[src/hw/rtl/prpd_pkg.sv]
// Shared constants, codes and types for the PCX run-length planar pixel decoder.
// No dependencies; used by prpd_ram, prpd_ctrl, prpd_dp and the core top level.
package prpd_pkg;

    localparam int MAX_ROW_BYTES = 1024;
    localparam int MAX_PLANES    = 4;

    // Configuration register indexes
    localparam logic [2:0] CFG_RLE_ENABLE     = 3'd0;
    localparam logic [2:0] CFG_BITS_PER_PLANE = 3'd1;
    localparam logic [2:0] CFG_PLANE_COUNT    = 3'd2;
    localparam logic [2:0] CFG_ROW_BYTES      = 3'd3;
    localparam logic [2:0] CFG_IMAGE_WIDTH    = 3'd4;
    localparam logic [2:0] CFG_IMAGE_HEIGHT   = 3'd5;

    // Register reset values
    localparam logic        RST_RLE_ENABLE     = 1'b1;
    localparam logic [3:0]  RST_BITS_PER_PLANE = 4'd1;
    localparam logic [2:0]  RST_PLANE_COUNT    = 3'd1;
    localparam logic [10:0] RST_ROW_BYTES      = 11'd80;
    localparam logic [16:0] RST_IMAGE_WIDTH    = 17'd640;
    localparam logic [16:0] RST_IMAGE_HEIGHT   = 17'd480;

    // Run marker: both top bits set, low six bits give the count
    localparam logic [7:0] RUN_MARK = 8'hC0;

    // Mode codes: plane count in bits 10..8, bits per plane in bits 3..0
    localparam logic [10:0] MODE_1BIT_1P = 11'h101;
    localparam logic [10:0] MODE_2BIT_1P = 11'h102;
    localparam logic [10:0] MODE_8BIT_1P = 11'h108;
    localparam logic [10:0] MODE_1BIT_3P = 11'h301;
    localparam logic [10:0] MODE_1BIT_4P = 11'h401;
    localparam logic [10:0] MODE_RGB     = 11'h308;

    localparam logic [16:0] MAX_HEIGHT = 17'h10000;

    function automatic logic [10:0] mode_code(input logic [3:0] bits, input logic [2:0] planes);
        mode_code = {planes, 4'h0, bits};
    endfunction

    typedef struct packed {
        logic load_byte;
        logic step;
        logic flush;
    } ctrl_cmd_t;

    typedef struct packed {
        logic rle_en;
        logic complete;
        logic step_ok;
        logic flush_ok;
        logic step_completes;
    } dp_status_t;

    typedef struct packed {
        logic [31:0] data;
        logic [3:0]  count;
        logic [15:0] row;
        logic [15:0] col;
        logic        done;
        logic        err;
    } result_t;

endpackage

[src/hw/rtl/prpd_ctrl.sv]
// Sequencer for the decoder: run-length state, repeat counting and step/flush commands.
// Depends on prpd_pkg; drives prpd_dp through ctrl_cmd_t and reads dp_status_t.
module prpd_ctrl (
    input  logic                   clk,
    input  logic                   rst_n,
    input  logic                   cfg_rearm,
    input  logic                   in_valid,
    output logic                   in_ready,
    input  logic [7:0]             body_byte,
    input  prpd_pkg::dp_status_t   st,
    output prpd_pkg::ctrl_cmd_t    cmd
);

    typedef enum logic [1:0] {
        ST_IDLE,
        ST_READ,
        ST_CONV,
        ST_FLUSH
    } state_t;

    state_t     state_reg, state_next;
    logic [5:0] run_len_reg, run_len_next;
    logic       await_reg, await_next;
    logic [5:0] iter_reg, iter_next;
    logic       accept;

    assign in_ready = (state_reg == ST_IDLE);
    assign accept   = in_valid && in_ready;

    always_comb
    begin
        state_next   = state_reg;
        run_len_next = run_len_reg;
        await_next   = await_reg;
        iter_next    = iter_reg;
        cmd          = '0;
        if (cfg_rearm)
        begin
            run_len_next = '0;
            await_next   = 1'b0;
        end
        else
        begin
            unique case (state_reg)
                ST_IDLE:
                begin
                    // drop everything once the last row is finished
                    if (accept && !st.complete)
                    begin
                        if (st.rle_en && await_reg)
                        begin
                            await_next   = 1'b0;
                            run_len_next = '0;
                            if (run_len_reg != '0)
                            begin
                                iter_next     = run_len_reg;
                                cmd.load_byte = 1'b1;
                                state_next    = ST_READ;
                            end
                        end
                        else if (st.rle_en && ((body_byte & prpd_pkg::RUN_MARK) == prpd_pkg::RUN_MARK))
                        begin
                            run_len_next = body_byte[5:0];
                            await_next   = 1'b1;
                        end
                        else
                        begin
                            iter_next     = 6'd1;
                            cmd.load_byte = 1'b1;
                            state_next    = ST_READ;
                        end
                    end
                end
                ST_READ:
                begin
                    state_next = ST_CONV;
                end
                ST_CONV:
                begin
                    if (st.step_ok)
                    begin
                        cmd.step  = 1'b1;
                        iter_next = iter_reg - 6'd1;
                        if (iter_reg == 6'd1 || st.step_completes)
                        begin
                            state_next = ST_FLUSH;
                        end
                        else
                        begin
                            state_next = ST_READ;
                        end
                    end
                end
                ST_FLUSH:
                begin
                    if (st.flush_ok)
                    begin
                        cmd.flush  = 1'b1;
                        state_next = ST_IDLE;
                    end
                end
                default:
                begin
                    state_next = ST_IDLE;
                end
            endcase
        end
    end

    always_ff @(posedge clk or negedge rst_n)
    begin
        if (!rst_n)
        begin
            state_reg   <= ST_IDLE;
            run_len_reg <= '0;
            await_reg   <= 1'b0;
            iter_reg    <= '0;
        end
        else
        begin
            state_reg   <= state_next;
            run_len_reg <= run_len_next;
            await_reg   <= await_next;
            iter_reg    <= iter_next;
        end
    end

endmodule

[config.mk]
export PLATFORM = sky130hd
export DESIGN_NAME = prpd_ctrl
export DESIGN_NICKNAME = d
export VERILOG_FILES = /design/src/hw/rtl/prpd_pkg.sv /design/src/hw/rtl/prpd_ctrl.sv
export SDC_FILE = /design/constraint.sdc
export NUM_CORES = 1
export LEC_CHECK = 0
export BUFFER_PORTS_ARGS = -buffer_cell sky130_fd_sc_hd__buf_2
export CAP_MARGIN = 20
export CORE_ASPECT_RATIO = 1.2
export CORE_MARGIN = 4
export CORE_UTILIZATION = 55
export CTS_CLUSTER_SIZE = 10
export DETAILED_ROUTE_END_ITERATION = 7
export HOLD_SLACK_MARGIN = 0.12
export PLACE_DENSITY_LB_ADDON = 0.3
export SLEW_MARGIN = 40
export SYNTH_ARGS = -nofsm -noshare
export SYNTH_HDL_FRONTEND = slang
export SYNTH_SLANG_ARGS = --single-unit
export TNS_END_PERCENT = 50
[constraint.sdc]
create_clock -name clk -period 5.3 [get_ports clk]
set_clock_uncertainty 0.1 [all_clocks]
set_input_delay 0.795 -clock clk [delete_from_list [all_inputs] [get_ports clk]]
set_output_delay 0.795 -clock clk [all_outputs]
set_load 0.05 [all_outputs]
---- Word level (Yosys, flattened, before mapping) ----
Index checks and enable logic that the tools add are counted.
storage, ports and cells
  bits in registers ....................... 15
  output and inout bits ................... 4
cells by class
  eq/ne operators ......................... 10
  reduce and logical (&&, ||, !) cells .... 15
  mux-type cells .......................... 34
  $add $sub $neg .......................... 1
  bitwise gates (word level) .............. 1
operators with widths
  operator               number
  $mux W6                10
  $mux W1                14
  $mux W2                7
  $pmux W6 S2            1
  $reduce_and A6 Y1      2
  $pmux W2 S4            1
  $eq A2 B2 Y1 const B   3
  $eq A6 B1 Y1 const B   1
  $reduce_bool A2 Y1     3
  $reduce_bool A6 Y1     1
  $sub A6 B1 Y6 const B  1
  $logic_and A1 B1 Y1    4
  $ne A2 B2 Y1 const B   2
  $mux W3                1
  $ne A3 B2 Y1 const B   1
  $ne A3 B3 Y1 const B   1
  $reduce_and A3 Y1      1
  $reduce_bool A3 Y1     1
  $eq A2 B1 Y1 const B   1
  $logic_not A2 Y1       1
  $ne A2 B1 Y1 const B   1
  $logic_not A1 Y1       1
  $logic_or A1 B1 Y1     1
  $not A1 Y1             1

---- Longest topological paths before layout ----
Gate-level depths: netlist (run 1).
  depth after elaboration ................. 7
  gate-level depth with buffers ........... 6
  depth with buffers taken out ............ 5

---- Worst setup path before layout (run 1) ----
No wires, ideal clock.
  path kind ............................... reg2out
  from .................................... register state_reg[1]
  to ...................................... output cmd[2] (netlist name)
  arrival ................................. 2.599 ns
  data required time ...................... 4.405 ns
  slack ................................... 1.806 ns
  stages on the path, launching flop included .. 5
  path through ............................ dfrtp_1 > clkbuf_1 > nor2_1 > nand3b_1 > nor3_1
RTL lines
  item                    RTL line          text
  start, declared         prpd_ctrl.sv:21   state_t state_reg, state_next;
  start signal, assigned  prpd_ctrl.sv:121  state_reg <= state_next;
  end, declared           prpd_ctrl.sv:11   output prpd_pkg::ctrl_cmd_t cmd

==> results of run 1 <==
-- how the worst max path moves through the flow --
stage / startpoint / endpoint / slack [ns] / cells past startpoint
4_1_cts: run_len_reg[4] / cmd[2] / 2.40 / 5
6_report: run_len_reg[4] / cmd[2] / 2.40 / 5
2_1_floorplan: state_reg[1] / cmd[2] / 1.81 / 4
3_5_place_dp: st[4] / cmd[2] / 2.53 / 6
5_1_grt: run_len_reg[4] / cmd[2] / 2.32 / 5
3_3_place_gp: st[4] / cmd[2] / 2.56 / 6
-- power by group through the flow --
| stage | combinational (mW) | clock (mW) | sequential (mW) |
|---|---|---|---|
| 2_1_floorplan | 0.181 | 0 | 0.164 |
| 3_3_place_gp | 0.195 | 0 | 0.187 |
| 3_5_place_dp | 0.200 | 0 | 0.189 |
| 4_1_cts | 0.202 | 0.0652 | 0.187 |
| 5_1_grt | 0.230 | 0.0703 | 0.193 |
| 6_report | 0.202 | 0.0649 | 0.188 |
-- final cells by class --
class                           instances  area share (%)
Clock buffer                            4           2.638
Inverter                                3           1.131
Multi-Input combinational cell         71           46.36
Sequential cell                        15           37.69
Tap cell                               17           2.136
Timing Repair Buffer                   20           10.05
-- cells by family (layout without fill, tap and decap cells) --
kind of cell	after synthesis	after routing
compound gates	34	34
fa+ha+maj	2	2
buf+inv	7	27
flops	15	15
simple gates	35	35
-- stage by stage --
step | setup slack, ns | cells | area (um^2) | hold WS, ns
after global routing | 2.317 | 130 | 996.0 | 0.3121
after CTS | 2.400 | 130 | 996.0 | 0.3084
after detailed placement | 2.528 | 126 | 969.7 | 0.4139
after global placement | 2.559 | 126 | 969.7 | 0.4012
after floorplan | 1.806 | 93 | 867.1 | 0.3740
final | 2.396 | 130 | 996.0 | 0.2937
-- layer usage --
layer	GRT usage, %	up-vias	routed length, um
met3	2.768	4	97
met2	36.89	24	1077
li1	-	390	-
met4	7.538	0	23
met5	0	-	0
met1	20.70	399	752
-- cell usage after synthesis --
master    number  area [um^2]
o31ai_1        4        30.03
ha_1           2        25.02
a22o_1         6        52.55
clkbuf_1       3        11.26
o211ai_1       1        7.510
nand3b_1       2        15.01
nor2_1        13        48.80
a31oi_1        1        6.260
a221o_1        1        10.01
nor3_1         5        25.02
inv_1          3        11.26
nand2_1        5        18.77
buf_4          1        7.510
o21ai_1        4        20.02
nor4_1         1        6.260
dfrtp_1       15        375.4
or2_1          1        6.260
a21o_1         2        15.01
nor4b_1        1        8.760
a311oi_4       1        26.28
or4_4          1        11.26
nand4b_1       1        8.760
o22a_1         1        8.760
nor3b_1        2        15.01
o21ai_0        3        15.01
a32oi_1        2        17.52
a21oi_1        7        35.03
o311ai_0       1        8.760
or4_1          1        7.510
nand2b_1       2        12.51
==> results by group, run 1 <==
Status
  – Status: complete, no violations

Pwr
  – Switching share of power: a little under half
  – Clock power share: between 10% and 20%
  – Sw power: roughly 0.21 mW
  – Power Density: approximately 460 nW/um^2
  – Comb pwr share: approximately 45%
  – Pwr Total: ~0.45 mW
  – Worst vdd ir: 0.2386 mV
  – Int Power: roughly 0.25 mW
  – Seq pwr share: 41.3%
  – Leak: 0.4701 nW

Layout
  – # fillers: 128
  – Area Overhead vs Synth: 14.86%
  – Layout Nets: 133
  – N_diodes: 0
  – Share of layout cells above drive strength 1: 22.12%
  – Sequential cell area: approximately 380 um^2
  – Multi-input logic area: between 400 and 500 um^2
  – Most frequent cells in the layout: 20 x buf_2, 15 x dfrtp_1, 13 x nor2_1
  – Commonest non-fill, non-tap cell in the layout: buf_2
  – Post-Route Utilization: around 70%

Global routing
  – Vias in the first global route: 795
  – Antenna violations before repair: 0
  – Tot GR Track Use: 19.37%
  – First-pass GRT wire length: about 3400 um
  – Maximum number of pins on one net before global-route repair: 16
  – Gr ovfl total: 0

Clocking
  – Longest Clk Path Bufs: 2
  – Cts hold-fix bufs: 0
  – TritonCTS Buffers: 3
  – Post-CTS sizing: 0
  – Clock Tree Root: clkbuf_4
  – Clk_lat worst skew: approximately 0.28 ns
  – CTS tree: done
  – Clock Sink Count: 15
  – H-tree Lvls: 1
  – Worst-path clk slew: about 0.10 ns
  – Post-CTS setup buffers: 0

Setup path
  – Origin of the critical flop-to-flop path: run_len_reg[4]
  – Crit path required time: around 4.4 ns
  – FF-to-FF End: iter_reg[3]
  – Worst Setup End Kind: output pin
  – Critical path type: flop to output pin
  – Crit path buf inv count: 1
  – CP max stage cell: or4_1
  – Max incr delay on CP: around 0.52 ns
  – R2r setup slk: between 2 and 3 ns
  – Startpoint types: flop
  – Data arrival, critical path: 2.01 ns
  – Register-to-Register Path Depth: 5
  – Critical path cell sequence: or4_1 -> or4_4 -> nand2_1 -> nor3_1 -> buf_2
  – Critical-path maximum fanout: 3
  – Top delay family on crit path: simple AND/OR/NAND/NOR gates

STA
  – # setup viols final: 0
  – Tcrit/Tclk final: 54.79%
  – Slew Limit Fails: 0
  – Final setup TNS: 0 ns
  – Actual slew at the worst max-slew pin: slightly above 0.7 ns
  – F_max: 344.4 MHz
  – Fin crit period: between 2 and 3 ns
  – Fin. Hold Viols: 0
  – RSZ-0062 raised after global routing: false
  – Slew headroom: 52.65%

Die
  – Core area: around 1500 um^2
  – IO Pins: 21
  – Chip width: roughly 44 um
  – DIE HEIGHT: slightly above 50 um
  – Full die area: roughly 2300 um^2
  – Row cnt: 15
  – Starting density of the core: 59.23%

Yosys
  – Post-Synth Simple-Gate Area: a little over a fifth
  – Adder-Cell Fraction of Synth Area: a little under 3%
  – Synthesized area per cell: slightly above 9 um^2
  – Multiplexer share of the synthesized area: 0%
  – Sequential area share after synthesis: 43.29%
  – Synth Net Count: between 100 and 150
  – Main combinational cell family by area after synthesis: compound AO/OA/AOI/OAI gates
  – Complex-gate fraction of the synthesized area: between 20% and 30%
  – Cell Area, Synth: roughly 870 um^2
  – YS warnings: 0
  – Distinct cell type count after synthesis: 30
  – Synth Area in XOR/XNOR: 0%
  – Post-synthesis cell count: 93
  – Synthesized flop and latch total: 15

Detailed routing
  – DRT iter0 DRCs: 12
  – Drt via density: about 6.3
  – Via Count: between 800 and 900
  – WL final: between 1500 and 2000 um
  – Drt wl/cell: ~15 um
  – Number of remaining DRC errors: 0
  – Initial DRT Pass Iterations: 4
  – Detail Route Antenna Nets: 0

Place
  – Hpwl dp: roughly 1500 um
  – Port buffer count: 20
  – Routability cong.: about 0.81

Min path
  – Hold WC Path Type: input pin to asynchronous set/reset pin

Flow run
  – # Max-Cap Violations: 0
Note: power is estimated with default switching activity, not from simulation.
==> inputs of run 2 (changes only) <==
Settings changed: ABC_AREA set to 1, CORE_UTILIZATION 55 to 53.
Clock period 5.3 ns to 2.9 ns, I/O delays scaled along.
==> results by group, run 2 <==
Yosys
  – Synthesized area per cell: 6.763 um^2
  – Synth async-reset ratio: 100.0%
  – Share of the synthesized area in the top cell type: 37.50%
  – Most frequent cell after synthesis: nand2_1
  – Top post-synthesis cells by count: 49 x nand2_1, 23 x nand3_1, 15 x dfrtp_1, 15 x inv_1, 11 x nor2_1
  – Synth Net Count: 167
  – Post-synthesis cell count: approximately 150
  – Post-synth EDFFs: 0
  – YS warnings: 0
  – Prevailing post-synth register cell: dfrtp_1
  – Area leader, netlist: dfrtp_1
  – Cell Area, Synth: 1001 um^2
  – Distinct cell type count after synthesis: 23
  – Sequential area share after synthesis: 37.50%
  – Synth area leaders: dfrtp_1 38%, nand2_1 18%, nand3_1 12%
  – Synthesized flop and latch total: 15

Clocking
  – H-tree Lvls: 1
  – Longest Clk Path Bufs: 2
  – Clk_lat worst skew: 0.28 ns
  – Clock Tree Root: clkbuf_4
  – Clock Sink Count: 15
  – TritonCTS Buffers: 3
  – CTS tree: done
  – Post-CTS sizing: 0
  – Post-CTS setup buffers: 0
  – Worst-path clk slew: ~0.09 ns

Die
  – Chip width: approximately 48 um
  – DIE HEIGHT: between 50 and 60 um
  – IO Pins: 21
  – Full die area: about 2700 um^2
  – Starting density of the core: between 50% and 60%
  – Core area: approximately 1700 um^2
  – Row cnt: 16

STA
  – Actual slew at the worst max-slew pin: approximately 0.44 ns
  – Slew headroom: a little over two thirds
  – Final setup TNS: 0 ns
  – Fin crit period: 2.224 ns
  – Tcrit/Tclk final: between 70% and 80%
  – Slew Limit Fails: 0
  – F_max: approximately 450 MHz
  – # setup viols final: 0
  – RSZ-0062 raised after global routing: false
  – Fin. Hold Viols: 0

Layout
  – Commonest non-fill, non-tap cell in the layout: nand2_1
  – Layout Nets: 190
  – Area Overhead vs Synth: 14.50%
  – Non-filler cells, final: 188
  – Share of layout cells above drive strength 1: around a fifth
  – N_diodes: 0
  – Most frequent cells in the layout: 49 x nand2_1, 23 x nand3_1, 20 x buf_2

Global routing
  – Antenna violations before repair: 0
  – First-pass GRT wire length: 3850 um
  – Gr ovfl total: 0
  – Vias in the first global route: between 900 and 1000
  – Tot GR Track Use: 19.00%
  – Maximum number of pins on one net before global-route repair: 17

Detailed routing
  – DRT iter0 DRCs: 25
  – Drt wl/cell: around 12 um
  – Detail Route Antenna Nets: 0
  – Via Count: a little over 1000
  – Drt via density: ~5.4
  – Initial DRT Pass Iterations: 4
  – Number of remaining DRC errors: 0
  – WL final: 2235 um

Setup path
  – Critical path cell sequence: inv_2 -> nand2_1 -> nor3_2 -> o21ai_0 -> nor3b_1 -> buf_2
  – Data arrival, critical path: 1.69 ns
  – Critical path destination: cmd[2]
  – CP max stage cell: dfrtp_1
  – Worst Setup End Kind: output pin
  – Max incr delay on CP: between 0.4 and 0.5 ns
  – Crit path required time: roughly 2.4 ns
  – Startpoint types: flop
  – Critical path type: flop to output pin
  – Critical-path maximum fanout: 6
  – FF-to-FF End: iter_reg[4]
  – CP Launch Point: state_reg[0]
  – Origin of the critical flop-to-flop path: await_reg
  – Register-to-Register Path Depth: 7
  – R2r setup slk: 1.28 ns

Min path
  – Hold_sp: body_byte[0]
  – Hold WC Path Type: input pin to flop
  – Hold path cells: 3

Pwr
  – Power Density: 777.9 nW/um^2
  – Worst vdd ir: about 0.44 mV
  – Leak: between 0.6 and 0.7 nW

Status
  – Status: complete, no violations

Place
  – Placed insts: ~180
  – Routability cong.: between 0.8 and 0.9
  – Port buffer count: 20
  – Hpwl dp: about 1700 um

Flow run
  – # Max-Cap Violations: 0
-- run 2: how the worst min path moves through the flow --
stage / end / slack, ns
6_report: run_len_reg[0] / 0.29
5_1_grt: run_len_reg[5] / 0.30
4_1_cts: run_len_reg[0] / 0.29
3_5_place_dp: state_reg[1] / 0.26
3_3_place_gp: state_reg[1] / 0.25
2_1_floorplan: await_reg / 0.04
-- run 2: cell type report --
type                       instances  area [um^2]
clock buffer                       4        26.28
fill                             158        555.5
inverter                          18        67.56
multi-input combinational        112        544.3
sequential                        15        375.4
tap                               18        22.52
timing repair buffer              21        110.1
-- run 2: cells by family after synthesis --
kind of cell	share of synthesized area, %
xor gates and xnor gates	0.8752
AOI/OAI and AO/OA	6.374
DFF	37.50
buffers and inverters	8.124
adders and majority gates	2.500
and+or+nand+nor	44.63
-- run 2: through the flow --
step | setup slack, ns | utilization, % | power [mW] | area [um^2] | hold WS, ns
CTS | 0.6737 | 67.35 | 0.8972 | 1146 | 0.2856
global route | 0.5705 | 67.35 | 0.9789 | 1146 | 0.2951
finish | 0.6763 | 67.35 | 0.8916 | 1146 | 0.2897
detailed placement | 0.8861 | 65.22 | 0.7749 | 1110 | 0.2567
global placement | 0.9454 | 65.22 | 0.7546 | 1110 | 0.2521
floorplan | 0.3912 | - | 0.6749 | 1001 | 0.03941
-- run 2: power by group --
part	internal [mW]	switching, mW	leakage (nW)	total, mW
Combinational	0.158	0.290	0.441	0.448
Clock	0.0533	0.0636	0.0150	0.117
Sequential	0.259	0.0679	0.203	0.327
Total	0.470	0.421	0.659	0.892
-- run 2: timing repair --
| item | CTS | global route |
|---|---|---|
| hold buffers | 1 | 0 |
| setup endpoints to repair | 0 | 0 |
| endpoints found under the hold margin | 15 | 0 |
-- run 2: critical path, delay by kind of cell (launching register included) --
kind | cells | cell delay, ns
AOI/OAI and AO/OA | 1 | 0.12
and+or+nand+nor | 3 | 0.44
DFF | 1 | 0.47
buffers and inverters | 2 | 0.40
-- run 2: routing by layer --
layer | vias up | routed length (um) | GRT usage (%)
met5 | - | 0 | 0
met4 | 0 | 36 | 8.077
met3 | 4 | 127 | 2.913
met2 | 34 | 1147 | 28.93
met1 | 455 | 923 | 25.86
li1 | 521 | - | -
